`config.mk`:
```
export PLATFORM = sky130hd
export DESIGN_NAME = usb_config_descriptor_parser_unit
export DESIGN_NICKNAME = d
export VERILOG_FILES = /design/src/rtl/core/ucdp_pkg.sv /design/src/rtl/core/ucdp_front.sv /design/src/rtl/core/ucdp_queue.sv /design/src/rtl/core/ucdp_back.sv /design/src/rtl/core/usb_config_descriptor_parser_unit.sv
export SDC_FILE = /design/constraint.sdc
export NUM_CORES = 2
export LEC_CHECK = 0
export BUFFER_PORTS_ARGS = -buffer_cell sky130_fd_sc_hd__buf_2
export CORE_MARGIN = 2
export CORE_UTILIZATION = 55
export CTS_CLUSTER_DIAMETER = 50
export DETAILED_ROUTE_END_ITERATION = 10
export HOLD_SLACK_MARGIN = 0.15
export MAX_ROUTING_LAYER = met4
export PLACE_DENSITY = 0.71
export SLEW_MARGIN = 5
export SYNTH_ARGS = -nofsm -noshare
export SYNTH_HDL_FRONTEND = slang
export SYNTH_HIERARCHICAL = 1
export SYNTH_SLANG_ARGS = --single-unit
```
`constraint.sdc`:
```
create_clock -name clk -period 9 [get_ports clk]
set_input_delay 0.45 -clock clk [delete_from_list [all_inputs] [get_ports clk]]
set_output_delay 0.45 -clock clk [all_outputs]
set_load 0.05 [all_outputs]
```
`src/rtl/core/ucdp_pkg.sv`:
```
// shared types and constants of the configuration descriptor parser
package ucdp_pkg;

  localparam int MaxInterfaces = 32;
  localparam int MaxEndpointsPerAlt = 32;
  localparam int MaxAltSettings = 128;
  localparam int QueueDepth = 4;
  localparam int QueueAw = $clog2(QueueDepth);

  localparam logic [7:0] DT_DEVICE = 8'd1;
  localparam logic [7:0] DT_CONFIG = 8'd2;
  localparam logic [7:0] DT_INTERFACE = 8'd4;
  localparam logic [7:0] DT_ENDPOINT = 8'd5;

  localparam logic [2:0] ST_OK = 3'd0;
  localparam logic [2:0] ST_BAD_LEN = 3'd1;
  localparam logic [2:0] ST_IFACES = 3'd2;
  localparam logic [2:0] ST_ENDPOINTS = 3'd3;
  localparam logic [2:0] ST_ALTS = 3'd4;
  localparam logic [2:0] ST_TRUNC = 3'd5;

  localparam logic KIND_UPDATE = 1'b0;
  localparam logic KIND_SUMMARY = 1'b1;

  typedef enum logic [2:0] {
    PH_HEADER,
    PH_FIRST,
    PH_INSIDE,
    PH_DONE,
    PH_ERROR
  } phase_t;

  typedef enum logic [1:0] {
    ROLE_SKIP,
    ROLE_ENDPOINT,
    ROLE_IFACE
  } role_t;

  // results caused by one byte
  typedef struct packed {
    logic        has_ep;
    logic [3:0]  ep_num;
    logic [15:0] mp_in;
    logic [15:0] mp_out;
    logic        has_sum;
    logic [2:0]  status;
    logic [7:0]  cfg_value;
    logic [5:0]  ifc_count;
  } rec_t;

endpackage

```
`src/rtl/core/ucdp_front.sv`:
```
// byte parser: descriptor walk, packet tables and result records
module ucdp_front
  import ucdp_pkg::*;
(
  input  logic       clk,
  input  logic       rst,
  input  logic       accept,
  input  logic [7:0] data,
  input  logic       last,
  input  logic       cfg_valid,
  input  logic [6:0] cfg_data,
  output logic       push,
  output rec_t       rec
);

  phase_t      phase, phase_next;
  role_t       role, role_next;
  logic [7:0]  bid, bid_next;
  logic [7:0]  dlen, dlen_next;
  logic [7:0]  dtype, dtype_next;
  logic [31:0] fbuf, fbuf_next;
  logic [15:0] brem, brem_next;
  logic [5:0]  ifl, ifl_next;
  logic [5:0]  epl, epl_next;
  logic [7:0]  altc, altc_next;
  logic        alt0, alt0_next;
  logic [2:0]  err, err_next;
  logic [7:0]  cfgv, cfgv_next;
  logic [5:0]  decl, decl_next;
  logic        room, room_next;
  logic [6:0]  ep0;
  logic [15:0] in_tab [16];
  logic [15:0] out_tab [16];

  logic        start;
  logic        ep_wr;
  logic        ep_emit;
  logic [3:0]  ep_num;
  logic [15:0] new_in, new_out;
  logic [2:0]  sum_status;

  logic        stop;
  logic        go;
  logic [15:0] total;
  logic [15:0] mps;
  logic [15:0] oi, oo;
  logic [7:0]  alt, nep;

  always_comb begin
    phase_next = phase;
    role_next = role;
    bid_next = bid;
    dlen_next = dlen;
    dtype_next = dtype;
    fbuf_next = fbuf;
    brem_next = brem;
    ifl_next = ifl;
    epl_next = epl;
    altc_next = altc;
    alt0_next = alt0;
    err_next = err;
    cfgv_next = cfgv;
    decl_next = decl;
    room_next = room;
    start = 1'b0;
    ep_wr = 1'b0;
    ep_emit = 1'b0;
    ep_num = 4'd0;
    new_in = 16'd0;
    new_out = 16'd0;
    sum_status = ST_OK;
    stop = 1'b0;
    go = 1'b0;
    total = 16'd0;
    mps = 16'd0;
    oi = 16'd0;
    oo = 16'd0;
    alt = 8'd0;
    nep = 8'd0;
    if (accept) begin
      unique case (phase)
        PH_HEADER: begin
          if (bid == 8'd0) begin
            start = 1'b1;
            dtype_next = 8'd0;
            fbuf_next = 32'd0;
            brem_next = 16'd0;
            ifl_next = 6'd0;
            epl_next = 6'd0;
            altc_next = 8'd0;
            alt0_next = 1'b1;
            err_next = ST_OK;
            cfgv_next = 8'd0;
            decl_next = 6'd0;
            role_next = ROLE_SKIP;
            room_next = 1'b0;
            dlen_next = data;
            if (data < 8'd9) begin
              err_next = ST_BAD_LEN;
              phase_next = PH_ERROR;
              stop = 1'b1;
            end
          end else if (bid == 8'd2) begin
            fbuf_next = {24'd0, data};
          end else if (bid == 8'd3) begin
            total = {data, fbuf[7:0]};
            if (total < {8'd0, dlen}) begin
              if (err_next == ST_OK) err_next = ST_BAD_LEN;
              phase_next = PH_ERROR;
              stop = 1'b1;
            end else begin
              brem_next = total - 16'd4;
            end
          end else if (bid >= 8'd4) begin
            if (brem == 16'd0) begin
              if (err_next == ST_OK) err_next = ST_BAD_LEN;
              phase_next = PH_ERROR;
              stop = 1'b1;
            end else begin
              brem_next = brem - 16'd1;
              if (bid == 8'd4) begin
                if (data > 8'(MaxInterfaces)) begin
                  if (err_next == ST_OK) err_next = ST_IFACES;
                  phase_next = PH_ERROR;
                  stop = 1'b1;
                end else begin
                  decl_next = data[5:0];
                  ifl_next = data[5:0];
                end
              end else if (bid == 8'd5) begin
                cfgv_next = data;
              end
            end
          end
          if (!stop) begin
            if ({1'b0, bid} + 9'd1 == {1'b0, dlen_next}) begin
              bid_next = 8'd0;
              phase_next = (ifl_next != 6'd0) ? PH_FIRST : PH_DONE;
            end else begin
              bid_next = bid + 8'd1;
            end
          end
        end
        PH_FIRST, PH_INSIDE: begin
          if (brem == 16'd0) begin
            if (err_next == ST_OK) err_next = ST_BAD_LEN;
            phase_next = PH_ERROR;
          end else begin
            brem_next = brem - 16'd1;
            if (bid == 8'd0) begin
              if (data < 8'd2 || {8'd0, data} > brem) begin
                if (err_next == ST_OK) err_next = ST_BAD_LEN;
                phase_next = PH_ERROR;
              end else begin
                dlen_next = data;
                room_next = (brem >= 16'd9);
                fbuf_next = 32'd0;
                role_next = ROLE_SKIP;
                bid_next = 8'd1;
              end
            end else begin
              if (bid == 8'd1) begin
                dtype_next = data;
                if (!(data == DT_DEVICE || data == DT_CONFIG || data == DT_INTERFACE ||
                      data == DT_ENDPOINT)) begin
                  role_next = ROLE_SKIP;
                end else if (phase == PH_INSIDE && data == DT_ENDPOINT && epl != 6'd0) begin
                  role_next = ROLE_ENDPOINT;
                  epl_next = epl - 6'd1;
                end else begin
                  role_next = ROLE_IFACE;
                end
              end else if (bid == 8'd2) begin
                fbuf_next[7:0] = fbuf[7:0] | data;
              end else if (bid == 8'd3) begin
                fbuf_next[15:8] = fbuf[15:8] | data;
              end else if (bid == 8'd4) begin
                fbuf_next[23:16] = fbuf[23:16] | data;
              end else if (bid == 8'd5) begin
                fbuf_next[31:24] = fbuf[31:24] | data;
              end
              if (role_next == ROLE_ENDPOINT && bid == 8'd5 && alt0) begin
                ep_num = fbuf_next[3:0];
                mps = fbuf_next[31:16];
                oi = in_tab[ep_num];
                oo = out_tab[ep_num];
                new_in = oi;
                new_out = oo;
                if (fbuf_next[9:8] == 2'd0) begin
                  new_in = mps;
                  new_out = mps;
                end else if (!fbuf_next[7]) begin
                  if (mps > oo) new_out = mps;
                end else begin
                  if (mps > oi) new_in = mps;
                end
                ep_wr = 1'b1;
                ep_emit = (new_in != oi) || (new_out != oo);
              end
              if ({1'b0, bid} + 9'd1 == {1'b0, dlen}) begin
                bid_next = 8'd0;
                if (role_next == ROLE_IFACE) begin
                  alt = fbuf_next[15:8];
                  nep = fbuf_next[23:16];
                  if (phase == PH_INSIDE && dtype_next == DT_INTERFACE && alt != 8'd0 &&
                      room) begin
                    if (altc >= 8'(MaxAltSettings)) begin
                      if (err_next == ST_OK) err_next = ST_ALTS;
                      phase_next = PH_ERROR;
                    end else begin
                      altc_next = altc + 8'd1;
                      alt0_next = 1'b0;
                      go = 1'b1;
                    end
                  end else if (ifl == 6'd0) begin
                    phase_next = PH_DONE;
                  end else begin
                    ifl_next = ifl - 6'd1;
                    altc_next = 8'd1;
                    alt0_next = 1'b1;
                    go = 1'b1;
                  end
                  if (go) begin
                    if (nep > 8'(MaxEndpointsPerAlt)) begin
                      if (err_next == ST_OK) err_next = ST_ENDPOINTS;
                      phase_next = PH_ERROR;
                    end else begin
                      epl_next = nep[5:0];
                      phase_next = PH_INSIDE;
                    end
                  end
                end
              end else begin
                bid_next = bid + 8'd1;
              end
            end
          end
        end
        PH_DONE: begin
          if (brem == 16'd0) begin
            if (err_next == ST_OK) err_next = ST_BAD_LEN;
            phase_next = PH_ERROR;
          end else begin
            brem_next = brem - 16'd1;
          end
        end
        default: begin
        end
      endcase
      if (last) begin
        sum_status = err_next;
        if (sum_status == ST_OK && (phase_next == PH_HEADER || brem_next != 16'd0)) begin
          sum_status = ST_TRUNC;
        end
        phase_next = PH_HEADER;
        bid_next = 8'd0;
      end
    end
  end

  always_comb begin
    push = accept && (ep_emit || last);
    rec.has_ep = ep_emit;
    rec.ep_num = ep_num;
    rec.mp_in = new_in;
    rec.mp_out = new_out;
    rec.has_sum = last;
    rec.status = sum_status;
    rec.cfg_value = cfgv_next;
    rec.ifc_count = decl_next;
  end

  always_ff @(posedge clk) begin
    if (rst) begin
      phase <= PH_HEADER;
      role <= ROLE_SKIP;
      bid <= 8'd0;
      dlen <= 8'd0;
      dtype <= 8'd0;
      fbuf <= 32'd0;
      brem <= 16'd0;
      ifl <= 6'd0;
      epl <= 6'd0;
      altc <= 8'd0;
      alt0 <= 1'b1;
      err <= ST_OK;
      cfgv <= 8'd0;
      decl <= 6'd0;
      room <= 1'b0;
      ep0 <= 7'd8;
      for (int i = 1; i < 16; i++) begin
        in_tab[4'(i)] <= 16'd0;
        out_tab[4'(i)] <= 16'd0;
      end
      in_tab[0] <= 16'd8;
      out_tab[0] <= 16'd8;
    end else begin
      phase <= phase_next;
      role <= role_next;
      bid <= bid_next;
      dlen <= dlen_next;
      dtype <= dtype_next;
      fbuf <= fbuf_next;
      brem <= brem_next;
      ifl <= ifl_next;
      epl <= epl_next;
      altc <= altc_next;
      alt0 <= alt0_next;
      err <= err_next;
      cfgv <= cfgv_next;
      decl <= decl_next;
      room <= room_next;
      if (cfg_valid) ep0 <= cfg_data;
      if (start) begin
        for (int i = 1; i < 16; i++) begin
          in_tab[4'(i)] <= 16'd0;
          out_tab[4'(i)] <= 16'd0;
        end
        in_tab[0] <= {9'd0, ep0};
        out_tab[0] <= {9'd0, ep0};
      end else if (ep_wr) begin
        in_tab[ep_num] <= new_in;
        out_tab[ep_num] <= new_out;
      end
    end
  end

endmodule

```
`src/rtl/core/ucdp_queue.sv`:
```
// small fifo of result records between parser and output stage
module ucdp_queue
  import ucdp_pkg::*;
(
  input  logic clk,
  input  logic rst,
  input  logic push,
  input  rec_t wr_rec,
  input  logic pop,
  output logic full,
  output logic nonempty,
  output rec_t rd_rec
);

  rec_t              mem [QueueDepth];
  logic [QueueAw-1:0] wr_ptr, rd_ptr;
  logic [QueueAw:0]   count;

  assign full = (count == (QueueAw + 1)'(QueueDepth));
  assign nonempty = (count != '0);
  assign rd_rec = mem[rd_ptr];

  always_ff @(posedge clk) begin
    if (rst) begin
      wr_ptr <= '0;
      rd_ptr <= '0;
      count <= '0;
    end else begin
      if (push) wr_ptr <= wr_ptr + 1'b1;
      if (pop) rd_ptr <= rd_ptr + 1'b1;
      if (push && !pop) count <= count + 1'b1;
      else if (pop && !push) count <= count - 1'b1;
    end
  end

  always_ff @(posedge clk) begin
    if (push) mem[wr_ptr] <= wr_rec;
  end

endmodule

```
`src/rtl/core/ucdp_back.sv`:
```
// output stage: splits records into result transactions
module ucdp_back
  import ucdp_pkg::*;
(
  input  logic        clk,
  input  logic        rst,
  input  logic        q_valid,
  input  rec_t        q_rec,
  output logic        pop,
  output logic        m_tvalid,
  input  logic        m_tready,
  output logic [55:0] m_tdata,
  output logic        m_tlast,
  output logic        m_tuser
);

  logic        sel;
  logic        load;
  logic        take_ep;
  logic [3:0]  ep_num;
  logic [15:0] mp_in, mp_out;
  logic [2:0]  status;
  logic [7:0]  cfg_value;
  logic [5:0]  ifc_count;

  assign load = !m_tvalid || m_tready;
  assign take_ep = q_rec.has_ep && !sel;
  assign pop = load && q_valid && (!take_ep || !q_rec.has_sum);

  assign m_tdata = {3'd0, ifc_count, cfg_value, status, mp_out, mp_in, ep_num};

  always_ff @(posedge clk) begin
    if (rst) begin
      m_tvalid <= 1'b0;
      sel <= 1'b0;
    end else if (load) begin
      m_tvalid <= q_valid;
      if (q_valid) sel <= take_ep && q_rec.has_sum;
    end
  end

  always_ff @(posedge clk) begin
    if (load && q_valid) begin
      if (take_ep) begin
        m_tuser <= KIND_UPDATE;
        ep_num <= q_rec.ep_num;
        mp_in <= q_rec.mp_in;
        mp_out <= q_rec.mp_out;
        status <= ST_OK;
        cfg_value <= 8'd0;
        ifc_count <= 6'd0;
        m_tlast <= !q_rec.has_sum;
      end else begin
        m_tuser <= KIND_SUMMARY;
        ep_num <= 4'd0;
        mp_in <= 16'd0;
        mp_out <= 16'd0;
        status <= q_rec.status;
        cfg_value <= q_rec.cfg_value;
        ifc_count <= q_rec.ifc_count;
        m_tlast <= 1'b1;
      end
    end
  end

endmodule

```
`src/rtl/core/usb_config_descriptor_parser_unit.sv`:
```
// top level of the usb configuration descriptor parser
//
//  channel   dir  handshake            payload
//  s_*       in   s_tvalid/s_tready    tdata: data_byte; tlast: last_byte
//  m_*       out  m_tvalid/m_tready    tdata: fields below; tlast: final_result; tuser: kind
//  cfg_*     in   cfg_valid/cfg_ready  cfg_data: ep0_max_packet
//
//  one byte per cycle while s_tready is high; the parser updates all parse state in the accepting cycle
//  results leave through a four-record queue and an output register, one per cycle while m_tready is high
//  a byte causing an update and a summary yields two output transactions, the update first
//  s_tready drops only when the queue is full; cfg_ready is always high
//  rst is synchronous and restores the reset parser state and ep0 size of 8
module usb_config_descriptor_parser_unit
  import ucdp_pkg::*;
(
  input  logic        clk,
  input  logic        rst,
  input  logic        s_tvalid,
  output logic        s_tready,
  input  logic [7:0]  s_tdata,   // data_byte
  input  logic        s_tlast,
  output logic        m_tvalid,
  input  logic        m_tready,
  // endpoint_number, max_packet_in, max_packet_out, parse_status,
  // config_value, interface_count, zero fill
  output logic [55:0] m_tdata,
  output logic        m_tlast,
  output logic        m_tuser,   // kind
  input  logic        cfg_valid,
  output logic        cfg_ready,
  input  logic [6:0]  cfg_data
);

  logic accept;
  logic push;
  logic pop;
  logic full;
  logic nonempty;
  rec_t wr_rec;
  rec_t rd_rec;

  assign s_tready = !full;
  assign accept = s_tvalid && s_tready;
  assign cfg_ready = 1'b1;

  ucdp_front u_front (
    .clk       (clk),
    .rst       (rst),
    .accept    (accept),
    .data      (s_tdata),
    .last      (s_tlast),
    .cfg_valid (cfg_valid),
    .cfg_data  (cfg_data),
    .push      (push),
    .rec       (wr_rec)
  );

  ucdp_queue u_queue (
    .clk      (clk),
    .rst      (rst),
    .push     (push),
    .wr_rec   (wr_rec),
    .pop      (pop),
    .full     (full),
    .nonempty (nonempty),
    .rd_rec   (rd_rec)
  );

  ucdp_back u_back (
    .clk      (clk),
    .rst      (rst),
    .q_valid  (nonempty),
    .q_rec    (rd_rec),
    .pop      (pop),
    .m_tvalid (m_tvalid),
    .m_tready (m_tready),
    .m_tdata  (m_tdata),
    .m_tlast  (m_tlast),
    .m_tuser  (m_tuser)
  );

endmodule

```
Word level (Yosys, flattened, before mapping). Memory sizes are Yosys's and may differ from the RTL's. A register that Yosys moved wholly into a read port is not among the register bits. Cells that the tools add are included.

Mux-type cells: 307. Order comparisons: 11. Bitwise operators: 36. Add/subtract/negate cells: 11. Equality and inequality tests: 38. Reduce and logical (&&, ||, !) cells: 63.

Operators with widths (number): 16-bit two-way mux (68); 8-bit two-way mux (42); 32-bit two-way mux (10); 6-bit two-way mux (34); 3-bit two-way mux (58); 32-bit case mux with 2 select lines (1); 8-bit case mux with 2 select lines (4); 1-bit two-way mux (60); 8-bit by 3-bit == test with 1-bit output (second input constant) (5); 16-bit > comparator (2); 16-bit != test (2); 1-bit OR (32); 8-bit OR (4); 16-bit case mux with 2 select lines (1); 16-bit OR reduction (2); 2-bit two-way mux (14); 4-bit two-way mux (7); 5-bit AND reduction (5); 8-bit by 2-bit == test with 1-bit output (second input constant) (3); 24-bit two-way mux (1); 6-bit case mux with 2 select lines (2); 9-bit by 8-bit == test with 1-bit output (2); 3-bit case mux with 3 select lines (2); 8-bit by 1-bit adder with 8-bit output (second input constant) (2); 49 further kinds (103).

Word-level logic and storage cells: 499. Bits of input ports: 21. Bits in writable memories: 732. Register bits after elaboration: 187. Output and inout bits: 61. Memories kept: 3.

Memories: u_front.in_tab (depth 16, width 16, read ports 1, clocked after Yosys merged registers in 0, wr ports 16, RTL line ucdp_front.sv:32) `logic [15:0] in_tab [16];`; u_front.out_tab (depth 16, width 16, read ports 1, clocked after Yosys merged registers in 0, wr ports 16, RTL line ucdp_front.sv:33) `logic [15:0] out_tab [16];`; u_queue.mem (depth 4, width 55, read ports 1, clocked after Yosys merged registers in 1, wr ports 1, RTL line ucdp_queue.sv:15) `rec_t mem [QueueDepth];`.

Depth between registers and ports, before layout.
Depth after elaboration: 35. Mapped depth: 33. Mapped depth without buffers: 26.

Modules after synthesis. The synthesis kept the hierarchy.

Modules (own cells, without submodules): ucdp_front (sequential area each 17837.1 µm², area an instance 33643.5 µm², times used 1, cells an instance 3385); ucdp_queue (sequential area each 6786.5 µm², area an instance 8435.6 µm², times used 1, cells an instance 331); ucdp_back (sequential area each 1691.6 µm², area an instance 2168.3 µm², times used 1, cells an instance 131); usb_config_descriptor_parser_unit (sequential area each 0.0 µm², area an instance 21.3 µm², times used 1, cells an instance 4).

Worst setup path before layout. Ideal clock, no wire load.

Kind: register to register. From: reg u_front.bid[0]. To: mem u_queue/mem[0][0] in the netlist's numbering, enable pin. Clock period less this slack: 6431 ps. Path buffers: 7. Cell stages (with the launch flop): 27. Data required time: 8582 ps. Setup time: 418 ps. Path slack: 2569 ps. Data arrival time: 6012 ps. Cells stage by stage: dfxtp_1 > clkbuf_1 > inv_1 > ha_1 > nor4b_4 > buf_6 > a31oi_4 > buf_2 > buf_2 > clkbuf_1 > nand2_1 > a32oi_1 > o2111ai_1 > ha_1 > nand4_1 > a211o_1 > a211oi_1 > o31ai_1 > and2_1 > clkbuf_1 > buf_2 > o2111ai_1 > nor3_1 > o2111ai_1 > nand2_1 > nand2_1 > and2_1.

Longest elaborated chain between the ends: 30. Elaborated cells on any way between the ends: 59. Classes of those cells: order compare (2); eq/ne (8); mux (40); reduce/logical (7); memory (2).

Ends and longest elaborated chain: from (decl) (RTL line ucdp_front.sv:18) `logic [7:0] bid, bid_next;`; from (signal assigned) (RTL line ucdp_front.sv:300) `bid <= bid_next;`; parallel branches: the longest is 22 deep, another holds memory 16 x 16 bit; 1-bit two-way mux * (RTL line ucdp_front.sv:150) `if (bid == 8'd0) begin`; 1-bit two-way mux * (RTL line ucdp_front.sv:145) `if (brem == 16'd0) begin`; 1-bit two-way mux * (RTL line ucdp_front.sv:81) `unique case (phase)`; 1-bit two-way mux * (RTL line ucdp_front.sv:80) `if (accept) begin`; 1-bit logical OR * (RTL line ucdp_front.sv:262) `push = accept && (ep_emit || last);`; 1-bit logical AND * (RTL line ucdp_front.sv:262); net push (RTL line usb_config_descriptor_parser_unit.sv:35) `logic push;`; 1-bit two-way mux * (RTL line ucdp_queue.sv:37) `if (push) mem[wr_ptr] <= wr_rec;`; 1-bit two-way mux (implied by the code) * (RTL line ucdp_queue.sv:37); to (decl) (RTL line ucdp_queue.sv:15).

Mark *: on every way through the listed nets, which the timed path passes. The select of a mux whose other input is x is not followed.

Worst setup path in the final report.
From: reg u_front.bid[6]. To: reg u_queue.count[2].

Longest elaborated chain between the ends: 31. Elaborated cells on any way between the ends: 62. Classes of those cells: order compare (2); eq/ne (8); mux (39); reduce/logical (11); memory (2).

Ends and longest elaborated chain: parallel branches: the longest is 22 deep, another holds memory 16 x 16 bit; 1-bit two-way mux * (RTL line ucdp_front.sv:150); 1-bit two-way mux * (RTL line ucdp_front.sv:145); 1-bit two-way mux * (RTL line ucdp_front.sv:81); 1-bit two-way mux * (RTL line ucdp_front.sv:80); 1-bit logical OR * (RTL line ucdp_front.sv:262); 1-bit logical AND * (RTL line ucdp_front.sv:262); net push (RTL line usb_config_descriptor_parser_unit.sv:35); 1-bit logical NOT (RTL line ucdp_queue.sv:32) `else if (pop && !push) count <= count - 1'b1;`; 1-bit logical AND (RTL line ucdp_queue.sv:32); 2-bit nonzero test (no line); to (signal assigned) (RTL line ucdp_queue.sv:31) `if (push && !pop) count <= count + 1'b1;`; to (signal assigned) (RTL line ucdp_queue.sv:32); to (decl) (RTL line ucdp_queue.sv:17) `logic [QueueAw:0] count;`.

Marked as above. A chain may end at the register's enable or synchronous reset.

==> results.py <==
metrics = {
    "outcome": {
        "status": "finished, final reports clean",
    },
    "clocking": {
        "ctsResizeCount": 0,
        "clockBufferDepth": 3,
        "cts_made_buffers": 102,
        "cts_setup_buffers": 0,
        "path_clk_slew_ps": 60,
        "insertion_delay_ps": 710,
        "clock-sinks": 921,
        "cts_root_buf": "clkbuf_16",
        "cts_tree": "yes",
        "ctsHtreeMaxLevel": 3,
    },
    "sta": {
        "hold_slack_ps": 183,
        "fin_crit_sh_pct": 87.9,
        "setup_tns_ps": 0,
        "fin_worst_skew_ps": 74.9,
        "tightest_slew_ps": 1360,
        "slew_headroom_pct": 8.65,
        "setup_viol": 0,
        "postLayoutSetupSlackWorst_ps": 1090,
        "min_period_ps": 7910,
        "max_freq_mhz": 126,
        "hold_viol": 0,
        "finalMaxSlewViolations": 0,
        "rsz0062_at_grt": "no",
    },
    "detailed_routing": {
        "antenna_left": 0,
        "wl_mm": 134,
        "vias": 32327,
        "wl_per_cell_um": 26.8,
        "vias_per_cell": 6.47,
        "drtPass1Iterations": 7,
        "drtIter0Drc": 3997,
        "drc": 0,
    },
    "logic_synthesis": {
        "synthTopCellsByArea": "edfxtp_1 53%, dfxtp_1 6.1%, nor2_1 5.9%",
        "async_reset_ff_share_pct": 0,
        "synth-main-ff-cell": "edfxtp_1",
        "synth_top_area_share_pct": 53.4,
        "synth_seq_area_share_pct": 59.4,
        "synth.most_common_cell": "edfxtp_1",
        "synth_common_cells": "787 x edfxtp_1, 698 x nor2_1, 287 x nand2_1",
        "yosys_warnings": 6,
        "netlist_area_sq_mm": 0.0443,
        "synth_top_area_cell": "edfxtp_1",
        "syn_avg_cell_area_sq_um": 11.5,
        "netlist_instances": 3851,
        "ys_types": 102,
        "ys_seq_elements": 921,
        "synth_edf_count": 787,
    },
    "die": {
        "die_w_um": 288,
        "ios": 82,
        "rows": 104,
        "initial_core_util_pct": 55.2,
        "dieArea_sq_mm": 0.0828,
        "die_h_um": 288,
        "core_area_sq_mm": 0.0802,
    },
    "place": {
        "gp_congestion": 1.01,
        "io_buffers": 77,
        "dp_hpwl_mm": 86.9,
        "dp_slack_ps": 1340,
    },
    "power": {
        "sequentialPowerShare_pct": 44.4,
        "totalPowerFinal_mw": 12.3,
        "sw_frac_of_total_pct": 30.6,
        "ir_drop_mv": 0.175,
        "p_per_area_mw_per_mm2": 251,
        "intPower_mw": 8.53,
        "leakagePower_nw": 17.4,
        "power_switching_mw": 3.76,
        "clockPowerShare_pct": 35.0,
        "p_comb_share_pct": 20.6,
    },
    "job": {
        "max-cap-violations": 0,
    },
    "worst_setup_path": {
        "cpPeakStageDelay_ps": 790,
        "r2r_end": "u_queue/count[2]",
        "path_class": "flip-flop to flip-flop",
        "rrSetupSlack_ps": 1090,
        "crit_slowest_cell": "nor4_4",
        "crit_fanout": 49,
        "required_ps": 9620,
        "end_kind": "flip-flop",
        "cp-start-kind": "flip-flop",
        "reg2reg_depth": 26,
        "critPathMostFrequentCell": "nand2_1",
        "crit_start": "u_front/bid[6]",
        "cp.arrival_ps": 8540,
        "worst_r2r_startpoint": "u_front/bid[6]",
    },
    "layout": {
        "area_delta_synth_final_pct": 10.7,
        "num-fill-cells": 6333,
        "layout-drive-gt1-share_pct": 12.4,
        "final_nets": 3932,
    },
    "global_route": {
        "grt_max_degree": 116,
        "antenna_found_initial": 3,
        "grt_overflow": 0,
        "grt.total_usage_pct": 33.1,
        "grt_pass1_wl_mm": 198,
        "first_global_vias": 30711,
    },
    "min_path": {
        "hold_class": "primary input to flip-flop",
        "worstHoldStart": "cfg_valid",
        "hold_path_depth": 3,
        "holdPathEnd": "u_front/ep0[1]",
    },
}
## layer usage
| metal | vias up | part of all wire, % | GRT usage (%) |
|---|---|---|---|
| li1 | 14182 | - | - |
| met1 | 15882 | 39 | 43.5 |
| met2 | 1903 | 47 | 51.1 |
| met3 | 360 | 9.3 | 5.27 |
| met4 | 0 | 4.9 | 14.5 |
| met5 | - | 0 | - |
## cells in the final DEF (no fill, tap or decap), types with 20 or more instances in the layout
master,count
edfxtp_1,787
nor2_1,696
nand2_1,278
a21oi_1,166
inv_1,150
mux2i_1,147
dfxtp_1,131
clkbuf_16,104
a211oi_1,103
buf_4,94
o21ai_0,90
buf_2,76
nand3_1,76
ha_1,65
a311oi_1,63
and2_1,62
mux4_2,50
nor3_1,48
a22oi_1,45
xnor2_1,35
o22ai_1,34
a32oi_1,28
and3_1,27
nand4_1,26
nor2b_1,25
or2_2,25
clkbuf_1,22
a2111oi_0,22
a21o_1,21
a31oi_1,20
## state kept, by name, summed over array words and instances, names as in the netlist, 7 cells and up, named ones only
register / count
u_front/dlen: 8
u_front/fbuf: 32
u_front/in_tab: 256
u_front/brem: 16
u_back/mp_out: 16
u_front/cfgv: 8
u_front/altc: 8
u_front/dtype: 8
u_queue/mem: 220
u_front/out_tab: 256
u_front/bid: 8
u_front/ep0: 7
u_back/mp_in: 16
u_back/cfg_value: 8
## cells by family (layout without fill, tap and decap cells)
| kind of cell | after synthesis | count (layout) | synth area share (%) |
|---|---|---|---|
| AO/OA/AOI/OAI | 758 | 758 | 12.2 |
| XOR/XNOR | 54 | 54 | 1.16 |
| adder cells (fa/ha/maj) | 66 | 66 | 1.88 |
| buffers and inverters | 457 | 535 | 4.92 |
| flip-flops | 921 | 921 | 59.4 |
| multiplexers | 209 | 209 | 6.34 |
| other | 2 | 7 | 0.0170 |
| AND/OR/NAND/NOR | 1384 | 1384 | 14.1 |
## timing repair
action | 4_1_cts | 5_1_grt
setup endpoints to repair | 0 | 0
endpoints found under the hold margin | 8 | 0
hold buffers | 9 | 0
## power groups by stage
stage,clock network [mW],registers (mW),logic (mW)
final,4.30,5.46,2.53
after global routing,4.50,5.51,2.69
after CTS,4.34,5.46,2.52
after detailed placement,0,5.54,2.50
after global placement,0,5.52,2.49
after floorplan,0,5.95,1.38
## per-stage QoR
stage | area [sq um] | utilization, % | instances
floorplan | 44300 | - | 3853
global route | 49000 | 61.2 | 4994
CTS | 49000 | 61.1 | 4991
finish | 49000 | 61.2 | 4994
global placement | 45400 | 56.7 | 4792
detailed placement | 45400 | 56.7 | 4792
## worst max-delay path, delay by kind of cell (launching register included)
kind	cells	cell delay (ps)
XOR/XNOR	1	190
adder cells (fa/ha/maj)	3	970
AND/OR/NAND/NOR	9	2430
flip-flops	1	460
AO/OA/AOI/OAI	9	2420
buffers and inverters	4	1340
## final cells by class
type,instances,area (sq um),share of cell area (%)
flip-flops and latches,921,26300,53.7
multi-input cells,2475,15900,32.4
clock buffers,127,2700,5.51
repair buffers,191,1420,2.89
well taps,1060,1330,2.71
clock inverters,63,800,1.63
inverters,154,578,1.18
diodes,3,7.51,0.0153
## worst max path at each step
stage                              endpoint  slack (ps)  cells after the start
after floorplan           u_queue/mem[0][0]        2570                     26
after global placement     u_queue/count[2]        1350                     26
after detailed placement   u_queue/count[2]        1340                     27
after CTS                  u_queue/count[2]        1300                     26
after global routing       u_queue/count[2]         730                     26
final                      u_queue/count[2]        1090                     26
(Power assumes the default switching activity.)
